[config.mk]
export PLATFORM = sky130hd
export DESIGN_NAME = rtlz_ctrl
export DESIGN_NICKNAME = d
export VERILOG_FILES = /design/src/hdl/rtlz_pkg.sv /design/src/hdl/rtlz_ctrl.sv
export SDC_FILE = /design/constraint.sdc
export NUM_CORES = 1
export LEC_CHECK = 0
export ABC_AREA = 1
export BUFFER_PORTS_ARGS = -buffer_cell sky130_fd_sc_hd__buf_2
export CAP_MARGIN = 10
export CORE_AREA = 2 2 39 41
export CTS_BUF_LIST = sky130_fd_sc_hd__clkbuf_8
export DETAILED_ROUTE_END_ITERATION = 8
export DIE_AREA = 0 0 41 43
export HOLD_SLACK_MARGIN = 0.1
export PLACE_DENSITY = 0.74
export SKIP_LAST_GASP = 1
export SLEW_MARGIN = 25
export SYNTH_ARGS = -nofsm -noshare
export SYNTH_HDL_FRONTEND = slang
export SYNTH_SLANG_ARGS = --single-unit
[constraint.sdc]
create_clock -name clk -period 1.3 [get_ports clk]
set_clock_uncertainty 0.15 [all_clocks]
set_input_delay 0.065 -clock clk [delete_from_list [all_inputs] [get_ports clk]]
set_output_delay 0.065 -clock clk [all_outputs]
set_load 0.05 [all_outputs]
[src/hdl/rtlz_pkg.sv]
// Shared types, constants and command structures for the Rice-table LZ decoder.
package rtlz_pkg;

  localparam int unsigned BlobBytesDefault = 65536;
  localparam int unsigned GroupBitsDefault = 4;

  localparam int unsigned PosW    = 20;   // bit position with one "beyond" bit
  localparam int unsigned CountW  = 24;
  localparam int unsigned OffW    = 21;   // offset saturating at 2^20
  localparam int unsigned IdxW    = 34;   // up to 19 unary bits then 15 suffix bits
  localparam logic [PosW-1:0] PosLimit = 20'h80000;
  localparam logic [OffW-1:0] OffCap   = 21'h100000;

  localparam logic [1:0] KindLoad  = 2'd0;
  localparam logic [1:0] KindStart = 2'd1;
  localparam logic [1:0] KindPull  = 2'd2;

  localparam logic [1:0] StatusOk    = 2'd0;
  localparam logic [1:0] StatusRange = 2'd1;
  localparam logic [1:0] StatusEmpty = 2'd2;

  localparam logic RegRiceBits   = 1'b0;
  localparam logic RegBlobLength = 1'b1;

  typedef enum logic [3:0] {
    ST_IDLE, ST_BREQ, ST_BWAIT, ST_BUSE, ST_TREQ0, ST_TREQ1, ST_TWAIT, ST_TUSE,
    ST_GEND, ST_OUT
  } rtlz_state_t;

  // Bit fetch phases: unary prefix, suffix, offset group.
  typedef enum logic [1:0] {PH_UNARY, PH_SUFFIX, PH_GROUP} rtlz_phase_t;

  typedef struct packed {
    logic        load;       // pull: copy architectural state to work regs
    logic        start;      // start item
    logic        bit_req;    // read byte of current bit
    logic        bit_use;    // consume fetched bit
    logic        tab_req0;   // read first table byte
    logic        tab_req1;   // latch first, read second
    logic        tab_use;    // latch second byte, form entry
    logic        grp_end;    // finish an offset group
    logic        emit_ok;    // commit a literal
    logic        emit_err;   // commit an error
    logic        emit_empty; // empty answer
  } rtlz_cmd_t;

  typedef struct packed {
    logic        remaining_zero;
    logic        bit_bad;     // current bit not readable
    logic        tab_bad;     // table entry not readable
    logic        bit_val;
    rtlz_phase_t phase;
    logic        suffix_done;
    logic        group_done;  // all bits of group taken
    logic        more_groups;
    logic        is_literal;
  } rtlz_stat_t;

endpackage

[src/hdl/rtlz_ctrl.sv]
// Controller state machine for the Rice-table LZ decoder.
module rtlz_ctrl (
  input  logic                clk,
  input  logic                rst,
  input  logic                in_take,
  input  logic [1:0]          in_kind,
  input  logic                out_free,
  input  rtlz_pkg::rtlz_stat_t stat,
  output rtlz_pkg::rtlz_cmd_t cmd,
  output logic                idle,
  output logic                out_show
);
  import rtlz_pkg::*;

  rtlz_state_t state, state_next;

  always_ff @(posedge clk) begin
    if (rst) begin
      state <= ST_IDLE;
    end else begin
      state <= state_next;
    end
  end

  always_comb begin
    state_next = state;
    cmd = '0;
    idle = 1'b0;
    out_show = 1'b0;
    case (state)
      ST_IDLE: begin
        idle = 1'b1;
        if (in_take && in_kind == KindStart) begin
          cmd.start = 1'b1;
        end else if (in_take && in_kind == KindPull) begin
          if (stat.remaining_zero) begin
            cmd.emit_empty = 1'b1;
            state_next = ST_OUT;
          end else begin
            cmd.load = 1'b1;
            state_next = ST_BREQ;
          end
        end
      end
      ST_BREQ: begin
        if (stat.phase == PH_SUFFIX && stat.suffix_done) begin
          state_next = ST_TREQ0;
        end else if (stat.bit_bad) begin
          cmd.emit_err = 1'b1;
          state_next = ST_OUT;
        end else begin
          cmd.bit_req = 1'b1;
          state_next = ST_BWAIT;
        end
      end
      ST_BWAIT: begin
        // Hold the store address so that the byte is still there when used.
        cmd.bit_req = 1'b1;
        state_next = ST_BUSE;
      end
      ST_BUSE: begin
        cmd.bit_use = 1'b1;
        if (stat.phase == PH_GROUP && stat.group_done) begin
          state_next = ST_GEND;
        end else begin
          state_next = ST_BREQ;
        end
      end
      ST_GEND: begin
        cmd.grp_end = 1'b1;
        state_next = ST_BREQ;
      end
      ST_TREQ0: begin
        if (stat.tab_bad) begin
          cmd.emit_err = 1'b1;
          state_next = ST_OUT;
        end else begin
          cmd.tab_req0 = 1'b1;
          state_next = ST_TREQ1;
        end
      end
      ST_TREQ1: begin
        cmd.tab_req1 = 1'b1;
        state_next = ST_TWAIT;
      end
      ST_TWAIT: begin
        cmd.tab_use = 1'b1;
        state_next = ST_TUSE;
      end
      ST_TUSE: begin
        if (stat.is_literal) begin
          cmd.emit_ok = 1'b1;
          state_next = ST_OUT;
        end else begin
          state_next = ST_BREQ;
        end
      end
      ST_OUT: begin
        out_show = 1'b1;
        if (out_free) begin
          state_next = ST_IDLE;
        end
      end
      default: state_next = ST_IDLE;
    endcase
  end
endmodule

== Yosys cells after proc, flatten, opt, wreduce, memory -nomap -nowiden ==
Cells that the tools add are included.

* Muxes and demuxes: 36
* Equal/unequal tests: 16
* Reduce and logical (&&, ||, !) cells: 6

{| class="wikitable"
|+ Operator list
! operator !! number
|-
| case mux 4 bit (10 select lines) || 1
|-
| 2-to-1 mux 4 bit || 9
|-
| 2-to-1 mux 1 bit || 23
|-
| equality test 4 x 3 -> 1 bit (second input constant) || 4
|-
| equality test 4 x 2 -> 1 bit (second input constant) || 2
|-
| equality test 4 bit (second input constant) || 2
|-
| inequality test 2 bit (second input constant) || 3
|-
| equality test 2 x 1 -> 1 bit (second input constant) || 2
|-
| equality test 2 bit (second input constant) || 2
|-
| equality test 4 x 1 -> 1 bit (second input constant) || 1
|-
| logical AND 1 bit || 4
|-
| logical NOT 4 bit || 1
|-
| case mux 1 bit (2 select lines) || 2
|-
| AND reduction 3 bit || 1
|-
| 2-to-1 mux 2 bit || 1
|}

* Bits in registers: 4
* Word-level logic and storage cells: 59
* Output and inout port bits: 13

== Logic depth before layout (Yosys ltp) ==
Gate-level depths: netlist of run 1.

* Word-level depth: 5
* Depth in mapped cells: 8

== Worst setup path before layout of run 1 ==
Ideal clock, no wire load.

* Kind: reg2out
* Start point: register state[1]
* End point: output port cmd[10] in the netlist's numbering
* Stages on the path, launching flop included: 6
* Buffers on the path: 0
* Data required time: 1.085 ns
* Path slack: -1.190 ns
* Data arrival time: 2.275 ns
* Path through: dfxtp_1 > nor2_1 > inv_1 > nor2_2 > inv_1 > nor3_1

{| class="wikitable"
|+ RTL lines
! element !! line !! text
|-
| start, declared || rtlz_ctrl.sv:15 || <nowiki>rtlz_state_t state, state_next;</nowiki>
|-
| start signal, assigned || rtlz_ctrl.sv:21 || <nowiki>state <= state_next;</nowiki>
|-
| end, declared || rtlz_ctrl.sv:9 || <nowiki>output rtlz_pkg::rtlz_cmd_t cmd,</nowiki>
|}

==> results by group, run 1 <==
Timing
  – Post-Route Setup TNS: -1.82 ns
  – Worst slew margin: 83.4%
  – Worst-Margin Slew: 0.248 ns
  – # setup viols final: 16
  – Post-route setup slack: -0.258 ns
  – Max Fclk: 642 MHz
  – Final Hold Fails: 0
  – RSZ-0062 raised after global routing: yes
  – Min Hold Slack: 0.186 ns
  – Min cycle time layout: 1.56 ns
  – Final Slew Violations: 0
  – Final period util: 120%

Cells and area
  – Fin area: 1040 sq um
  – Synthesis-to-layout area growth: 148%
  – Layout cells sized above 1: 67.7%
  – Fill cells: 109
  – # diodes: 0
  – Fin nets: 148
  – Max reg flops: 4
  – Top Registers: state (4)
  – Reg with most FFs: state

Global routing
  – Largest net degree at the start of global routing: 5
  – First-pass GRT wire length: 2590 microns
  – Gr usage total: 21.6%
  – Number of global-route vias before repair: 715
  – Grt total ovfl: 0
  – Initial antenna violation count: 0

Synthesis
  – Syn Inst Count: 81
  – Yosys warnings: 0
  – EDFF count, synth: 0
  – Yosys reg bits: 4
  – Syn_nets: 97
  – Async set-reset flop share out of synthesis: 0%
  – Top FF cell, synth: dfxtp_1
  – Yosys cell types: 15
  – Syn Area/Cell: 5.17 sq um
  – Post-synthesis sequential area ratio: 19.1%
  – Synthesized area: 419 sq um

Outcome
  – Outcome: complete, but fails checks
  – Failing checks: negative setup slack

CTS
  – Number of CTS-inserted buffers: 3
  – Htree depth: 1
  – Clk sinks: 4
  – Clock buffer depth: 2
  – CTS tree: yes
  – Worst-path clk slew: 0.03 ns
  – Clk root buf: clkbuf_8
  – Skew-Pair Late Insertion Delay: 0.22 ns

Pwr
  – Power Density: 1720 nW/um^2
  – Static Leakage: 0.561 nW
  – Peak VDD IR: 0.895 mV

Worst setup path
  – Critical path endpoint category: output port
  – Critical Path AT: 1.34 ns
  – Critical Path RT: 1.09 ns
  – Critical path launch point type: register
  – Crit-path max FO: 3
  – CP Class: reg2out

Place
  – Pre-CTS setup slack: -0.104 ns
  – Number of I/O port buffers: 26
  – DP HPWL: 1110 microns
  – DP Area: 722 sq um
  – Placer congestion estimate: 0.840

Drt
  – DRT iter0 DRCs: 5
  – DR WL/cell: 11.6 microns
  – Drt total wl: 1690 microns
  – Drt via density: 4.71
  – Antenna Nets Post-Route: 0
  – DRC viols: 0
  – Via count: 687
  – TritonRoute pass-1 iters: 4

Flow run
  – Max-Cap Viols: 0

Floorplan
  – Rows: 14
  – Area of the die: 1760 sq um
  – Num ports: 29
  – Chip width: 41 microns
  – Core Region: 1380 sq um
  – Die height: 43 microns
  – Initial core utilization: 30.3%

Hold path
  – Min-delay worst type: in2reg
==> cells in the final DEF (no fill, tap or decap), types with 2 or more instances in the layout <==
master / n
clkbuf_8: 3
nor3_2: 2
nand2_1: 13
inv_1: 10
nand3_1: 3
nand2_2: 7
dfxtp_4: 4
buf_8: 6
nor2_4: 7
nor2_1: 9
nand2_4: 3
buf_4: 13
nor2_2: 5
a21oi_2: 2
buf_6: 11
buf_2: 13
inv_4: 2
dlygate4sd3_1: 3
inv_2: 6
==> where the power goes <==
group	internal (mW)	switching (mW)	total [mW]
Combinational	0.612	0.713	1.33
Sequential	0.164	0.0404	0.204
Clock	0.198	0.0668	0.264
==> routing by layer <==
layer | track usage, % | vias to the layer above | wire (microns)
li1 | - | 347 | -
met1 | 21.9 | 305 | 619
met2 | 37.8 | 29 | 926
met3 | 2.09 | 6 | 85
met4 | 14.7 | 0 | 60
met5 | 0 | - | 0
==> final timing paths <==
kind | from | end | slack [ns] | cells after the start
setup / recovery | state[0] | cmd[8] | -0.26 | 8
hold / removal | stat[8] | state[0] | 0.19 | 5
setup reg to reg | state[0] | state[0] | -0.13 | 9
hold reg to reg | state[3] | state[3] | 0.60 | 4
==> repair_timing <==
item	CTS	global route
buffers inserted	6	0
gates cloned	0	0
endpoints found under the setup margin	17	17
resized for setup	52	16
endpoints found under the hold margin	4	0
hold buffers	3	0
pin swaps	12	5
==> through the flow <==
stage	cells	power, mW	utilization (%)
final	146	1.79	75.1
after global routing	146	1.89	75.1
after CTS	147	1.75	72.2
after detailed placement	135	1.13	52.2
after global placement	135	1.11	52.2
after floorplan	81	0.781	-
==> critical path, stage by stage (launching register included) <==
cell and delay, ns:
dfxtp_4 0.36, buf_6 0.09, inv_2 0.03, nor2_4 0.13
nand2_2 0.08, nor2_1 0.11, nand2_1 0.09, nand2_4 0.09
buf_8 0.14
==> cell families after synthesis <==
group / count (synthesis) / share of synthesized area (%)
AO/OA/AOI/OAI: 4 / 6.27
flip-flops: 4 / 19.1
buffers and inverters: 19 / 17.0
AND/OR/NAND/NOR: 54 / 57.6
==> final cells by class <==
| type | count | area [sq um] | area share [%] |
|---|---|---|---|
| clock buffers | 3 | 41.3 | 3.97 |
| inverters | 19 | 80.1 | 7.70 |
| repair buffers | 46 | 407 | 39.1 |
| flip-flops and latches | 4 | 95.1 | 9.15 |
| well taps | 16 | 20.0 | 1.93 |
| multi-input cells | 58 | 397 | 38.1 |
==> synthesized netlist by cell type (2+ instances only) <==
| master | n | area share (%) |
|---|---|---|
| inv_1 | 17 | 15 |
| nand2_1 | 23 | 21 |
| a21oi_1 | 2 | 2.4 |
| dfxtp_1 | 4 | 19 |
| nor2_2 | 3 | 4.5 |
| nor3_1 | 3 | 3.6 |
| nor2_1 | 17 | 15 |
| nand3_1 | 4 | 4.8 |
| inv_2 | 2 | 1.8 |
No activity file was read; power rests on OpenSTA's default activity.
==> inputs of run 2 (changes only) <==
Settings changed: CELL_PAD_IN_SITES_DETAIL_PLACEMENT set to 2, CELL_PAD_IN_SITES_GLOBAL_PLACEMENT set to 2, CORE_AREA 2 2 39 41 to unset, CORE_UTILIZATION set to 17, DIE_AREA 0 0 41 43 to unset, PLACE_DENSITY 0.74 to 0.87.
==> run 2 against run 1 <==
- the run still ends with negative setup slack left
- critical path depth unchanged
- cell count up 9.6%
- wire length increased by 83%
- core utilization down 25 points
- die area is 51% higher
- worst setup slack got worse by 0.043 ns
- power rose by 9.6%
- sequential cell count stayed put
- maximum frequency down 2.7%
- sequential power rose by 9%
- global-route usage is 3.9 points lower
- count of clock-buffer cells in the layout stayed put
- largest cell class unchanged
- largest power group unchanged
==> results by group, run 2 (synthesis results as in run 1) <==
Worst setup path
  – Worst R2R Start: state[3]
  – Slowest CP cell: dfxtp_4
  – Crit path largest cell delay: 0.39 ns (+0.03 ns)
  – Worst Setup SP: state[3]
  – Cell family with the largest share of critical-path delay: compound AO/OA/AOI/OAI gates
  – CP Cell Sequence: inv_2, nand2_2, nor2_4, buf_4, buf_6, a21oi_1, nand2_1, a21oi_2
  – Critical Path RT: 1.29 ns (+0.20 ns)
  – Critical Path AT: 1.59 ns (+0.25 ns)
  – Crit-path max FO: 4 (+1)
  – Worst path bufs/invs: 3 (unchanged)
  – CP Class: reg2reg
  – Critical path launch point type: register
  – Critical path endpoint category: register

CTS
  – Clk sinks: 4 (unchanged)
  – Clock buffer depth: 2 (unchanged)
  – Htree depth: 1 (unchanged)
  – Clk root buf: clkbuf_8
  – CTS tree: yes
  – Skew-Pair Late Insertion Delay: 0.22 ns (about the same)
  – Number of CTS-inserted buffers: 3 (unchanged)
  – Worst-path clk slew: 0.03 ns (about the same)

Floorplan
  – Rows: 17 (+3)
  – Core Region: 2280 sq um (+64%)
  – Initial core utilization: 18.4% (-12 points)
  – Chip width: 51.7 microns (+26%)
  – Num ports: 29 (unchanged)
  – Die height: 51.7 microns (+20%)
  – Area of the die: 2670 sq um (+51%)

Drt
  – DRT iter0 DRCs: 4 (-1)
  – DR WL/cell: 19.3 microns (+67%)
  – Via count: 729 (+6.1%)
  – Drt via density: 4.56 (-3.2%)
  – TritonRoute pass-1 iters: 2 (-2)
  – Antenna Nets Post-Route: 0 (unchanged)
  – DRC viols: 0 (unchanged)
  – Drt total wl: 3090 microns (+83%)

Timing
  – Final Hold Fails: 0 (unchanged)
  – Max Fclk: 625 MHz (-2.7%)
  – Worst slew margin: 78.8% (-4.6 points)
  – Final period util: 123% (+3.3 points)
  – # setup viols final: 17 (+1)
  – RSZ-0062 raised after global routing: yes
  – Worst-Margin Slew: 0.318 ns (+0.0704 ns)
  – Min cycle time layout: 1.60 ns (+0.0432 ns)
  – Final Slew Violations: 0 (unchanged)
  – Post-route setup slack: -0.301 ns (-0.0432 ns)

Pwr
  – Comb power frac: 75.3% (+1.4 points)
  – Power Density: 1710 nW/um^2 (-0.59%)
  – Psw: 0.943 mW (+15%)
  – Net Sw Frac: 48.0% (+2.3 points)
  – Static Leakage: 0.601 nW (+7.0%)
  – Peak VDD IR: 1.20 mV (+34%)
  – Sequential share of power: 11.4% (about the same)
  – Tot Pwr: 1.97 mW (+9.6%)
  – Clock power frac: 13.3% (-1.4 points)
  – Internal Power: 1.02 mW (+5.0%)

Flow run
  – Max-Cap Viols: 0 (unchanged)

Outcome
  – Failing checks: negative setup slack
  – Outcome: complete, but fails checks

Global routing
  – Largest net degree at the start of global routing: 5 (unchanged)
  – Number of global-route vias before repair: 782 (+9.4%)
  – Initial antenna violation count: 0 (unchanged)
  – Grt total ovfl: 0 (unchanged)
  – Gr usage total: 17.7% (-3.9 points)
  – First-pass GRT wire length: 3380 microns (+30%)

Cells and area
  – Top Registers: state (4)
  – Max reg flops: 4 (unchanged)
  – Fin nets: 150 (+1.4%)
  – # diodes: 0 (unchanged)
  – Layout cells sized above 1: 73.5% (+5.8 points)
  – Synthesis-to-layout area growth: 173%
  – Reg with most FFs: state
  – Final Util: 50.4% (-25 points)
  – Most frequent cells in the layout: buf_2 (13), buf_6 (13), buf_4 (11), nor2_4 (10), nand2_1 (10)

Place
  – Placer congestion estimate: 0.696 (-17%)
  – Number of I/O port buffers: 26 (unchanged)
  – DP HPWL: 1610 microns (+45%)

Hold path
  – Min-delay worst type: in2reg
  – Origin of the worst min-delay path: stat[7]
==> run 2: final cells by class <==
cell class	count	area [sq um]
repair buffers	48	454
clock buffers	3	41.3
fillers	256	1130
well taps	28	35.0
inverters	19	80.1
multi-input cells	58	440
flip-flops and latches	4	95.1
==> run 2: worst paths after layout <==
path         endpoint  slack, ns  cells past startpoint
max reg2reg  state[3]      -0.30                      8
max          state[3]      -0.30                      8
min          state[2]       0.18                      4
min reg2reg  state[3]       0.68                      4
==> run 2: worst min-delay path, stage by stage <==
cell    delay [ns]
buf_2         0.11
nor2_4        0.05
nor3_2        0.18
nor2_1        0.08
==> run 2: layer usage <==
metal	up-vias	global-route usage, %	wire length, microns
li1	346	-	-
met1	353	16.4	1150
met2	26	36.8	1810
met3	4	4.09	86
met4	0	5.41	43
met5	-	0	0
==> run 2: what timing repair did <==
item | CTS | global route
cloned | 0 | 0
hold buffers | 2 | 0
buffers inserted | 4 | 6
setup endpoints to repair | 17 | 17
pin swaps | 3 | 11
gates resized for setup | 38 | 49
hold endpoints to repair | 4 | 0
==> run 2: per-stage QoR <==
step / instance area, sq um / instances / hold slack [ns] / worst slack (ns) / TNS, ns
after floorplan: 482 / 81 / -0.0299 / -0.542 / -1.06
after global placement: 742 / 146 / 0.115 / -0.0846 / -0.415
after detailed placement: 742 / 146 / 0.122 / -0.124 / -0.751
after CTS: 947 / 155 / 0.0967 / -0.226 / -2.21
after global routing: 1150 / 160 / 0.194 / -0.331 / -3.58
final: 1150 / 160 / 0.177 / -0.301 / -2.89
==> run 2: power by group through the flow <==
| stage | Sequential [mW] | Clock, mW | Combinational (mW) |
|---|---|---|---|
| CTS | 0.201 | 0.267 | 1.19 |
| finish | 0.223 | 0.262 | 1.48 |
| detailed placement | 0.197 | 0 | 0.967 |
| global placement | 0.193 | 0 | 0.932 |
| global route | 0.224 | 0.274 | 1.56 |
| floorplan | 0.198 | 0 | 0.584 |
==> inputs of run 3 (changes only) <==
--- a/config.mk
+++ b/config.mk
@@ -11,9 +11,9 @@
 export CELL_PAD_IN_SITES_DETAIL_PLACEMENT = 2
 export CELL_PAD_IN_SITES_GLOBAL_PLACEMENT = 2
-export CORE_UTILIZATION = 17
-export CTS_BUF_LIST = sky130_fd_sc_hd__clkbuf_8
+export CORE_MARGIN = 2
+export CORE_UTILIZATION = 16
 export DETAILED_ROUTE_END_ITERATION = 8
 export HOLD_SLACK_MARGIN = 0.1
-export PLACE_DENSITY = 0.87
+export PLACE_DENSITY = 0.83
 export SKIP_LAST_GASP = 1
 export SLEW_MARGIN = 25
==> constraint.sdc (replaced) <==
create_clock -name clk -period 1.3 [get_ports clk]
set_clock_uncertainty 0.15 [all_clocks]
set_input_delay 0.195 -clock clk [delete_from_list [all_inputs] [get_ports clk]]
set_output_delay 0.195 -clock clk [all_outputs]
set_load 0.05 [all_outputs]
==> run 3 against run 2 <==
- the flow still finishes with violations (negative setup slack)
- core utilization is 1.4 points lower
- sequential power is 3% lower
- critical path type is now reg2out
- sequential share of layout area is 0.67 points lower
- via count is 7.1% higher
==> results by group, run 3 (synthesis results as in run 1) <==
Cells and area
  – Register area: 92.6 sq um (-2.6%)
  – Layout cells sized above 1: 75.0% (+1.5 points)
  – # diodes: 0 (unchanged)
  – Synthesis-to-layout area growth: 190%
  – Fill cells: 287 (+12%)
  – Top Registers: state (4)
  – Multi-input gate area: 443 sq um (+0.57%)
  – Post-route insts no fill: 174 (+8.8%)
  – Reg with most FFs: state
  – Fin area: 1210 sq um (+5.9%)
  – Most frequent cells in the layout: buf_4 (23), buf_6 (14), nand2_1 (13), buf_2 (13), nor2_4 (11)
  – Max reg flops: 4 (unchanged)
  – Commonest non-fill, non-tap cell in the layout: buf_4
  – Fin nets: 162 (+8.0%)

Drt
  – Drt total wl: 3130 microns (+1.2%)
  – Via count: 781 (+7.1%)
  – Drt via density: 4.49 (-1.5%)
  – TritonRoute pass-1 iters: 3 (+1)
  – DRC viols: 0 (unchanged)
  – Antenna Nets Post-Route: 0 (unchanged)
  – DRT iter0 DRCs: 3 (-1)
  – DR WL/cell: 18.0 microns (-6.9%)

Timing
  – Final period util: 134% (+10 points)
  – Worst slew margin: 73.4% (-5.4 points)
  – Post-route setup slack: -0.437 ns (-0.136 ns)
  – Final Slew Violations: 0 (unchanged)
  – Worst-Margin Slew: 0.396 ns (+0.0782 ns)
  – Final Hold Fails: 0 (unchanged)
  – Min cycle time layout: 1.74 ns (+0.136 ns)
  – # setup viols final: 17 (unchanged)
  – RSZ-0062 raised after global routing: yes
  – Max Fclk: 576 MHz (-7.8%)

Worst setup path
  – Crit-path max FO: 4 (unchanged)
  – Critical Path RT: 0.95 ns (-0.34 ns)
  – CP Cell Sequence: nor2_4, inv_2, nor2_4, inv_2, buf_6, nor3_4, buf_6
  – Critical path endpoint category: output port
  – Critical Path AT: 1.39 ns (-0.20 ns)
  – CP Class: reg2out
  – Critical path launch point type: register
  – Slowest CP cell: dfxtp_4
  – Crit path largest cell delay: 0.36 ns (-0.03 ns)

Pwr
  – Power Density: 1680 nW/um^2 (-2.2%)
  – Static Leakage: 0.637 nW (+6.0%)
  – Tot Pwr: 2.04 mW (+3.6%)
  – Peak VDD IR: 1.21 mV (+0.83%)

Outcome
  – Failing checks: negative setup slack
  – Outcome: complete, but fails checks

Global routing
  – First-pass GRT wire length: 4020 microns (+19%)
  – Gr usage total: 19.4% (+1.7 points)
  – Initial antenna violation count: 0 (unchanged)
  – Largest net degree at the start of global routing: 5 (unchanged)
  – Number of global-route vias before repair: 842 (+7.7%)
  – Grt total ovfl: 0 (unchanged)

CTS
  – CTS tree: yes
  – Skew-Pair Late Insertion Delay: 0.23 ns (about the same)
  – Number of CTS-inserted buffers: 3 (unchanged)
  – Clk sinks: 4 (unchanged)
  – Worst-path clk slew: 0.04 ns (about the same)
  – Clock buffer depth: 2 (unchanged)
  – Clk root buf: clkbuf_4
  – Htree depth: 1 (unchanged)

Place
  – DP Area: 797 sq um (+7.4%)
  – Number of I/O port buffers: 26 (unchanged)
  – DP HPWL: 1810 microns (+12%)
  – Placer congestion estimate: 0.785 (+13%)
  – Placed Instances: 156 (+6.8%)

Floorplan
  – Die height: 55.2 microns (+6.8%)
  – Core Region: 2480 sq um (+8.9%)
  – Area of the die: 3050 sq um (+14%)
  – Num ports: 29 (unchanged)
  – Chip width: 55.2 microns (+6.8%)
  – Rows: 18 (+1)
  – Initial core utilization: 16.9% (-1.5 points)

Flow run
  – Max-Cap Viols: 0 (unchanged)

Hold path
  – Min-delay worst type: in2reg
==> run 3: changes by cell type in the layout (fill, tap and decap cells not counted), sizes merged <==
cell         previous run  this run
buf                    46        59
dlygate4sd3             2         1
==> run 3: worst paths after layout <==
path                                from  endpoint  slack [ns]  cells past startpoint
worst max register to register  state[1]  state[3]       -0.33                      7
worst min-delay path            out_free  state[3]        0.18                      4
worst max-delay path            state[0]   cmd[10]       -0.44                      7
worst min register to register  state[0]  state[3]        0.62                      4
==> run 3: area by class of cell <==
cell class / count / share of cell area [%]
multi-input cells: 58 / 36.5
inverters: 19 / 6.39
flip-flops and latches: 4 / 7.63
clock buffers: 3 / 1.86
repair buffers: 60 / 44.5
well taps: 30 / 3.09
==> run 3: timing repair <==
action,CTS,global route
setup endpoints to repair,17,17
hold buffers,1,0
pin swaps,10,7
endpoints found under the hold margin,3,0
gates resized for setup,59,26
buffers inserted,9,8
==> run 3: through the flow <==
step | setup WS, ns | setup TNS [ns] | hold slack (ns) | utilization, %
floorplan | -0.672 | -1.46 | 0.100 | -
global placement | -0.239 | -1.68 | 0.250 | 32.2
detailed placement | -0.282 | -2.41 | 0.260 | 32.2
CTS | -0.375 | -4.08 | 0.148 | 43.6
global route | -0.483 | -6.20 | 0.192 | 49.0
finish | -0.437 | -5.13 | 0.182 | 49.0
==> run 3: routing by layer <==
metal / track usage [%] / part of all wire (%)
met5: 0 / 0
met3: 2.96 / 3.2
met1: 19.7 / 36
met4: 2.85 / 2.4
met2: 41.1 / 58
==> run 3: worst max-delay path, delay by kind of cell (launching register included) <==
family	cells	cell delay (ns)
flip-flops	1	0.36
buffers and inverters	4	0.44
AND/OR/NAND/NOR	3	0.36
==> run 3: power breakdown <==
group	leakage [nW]	internal, mW	switching (mW)
logic	0.588	0.781	0.878
registers	0.0353	0.163	0.0546
clock network	0.0138	0.104	0.0548
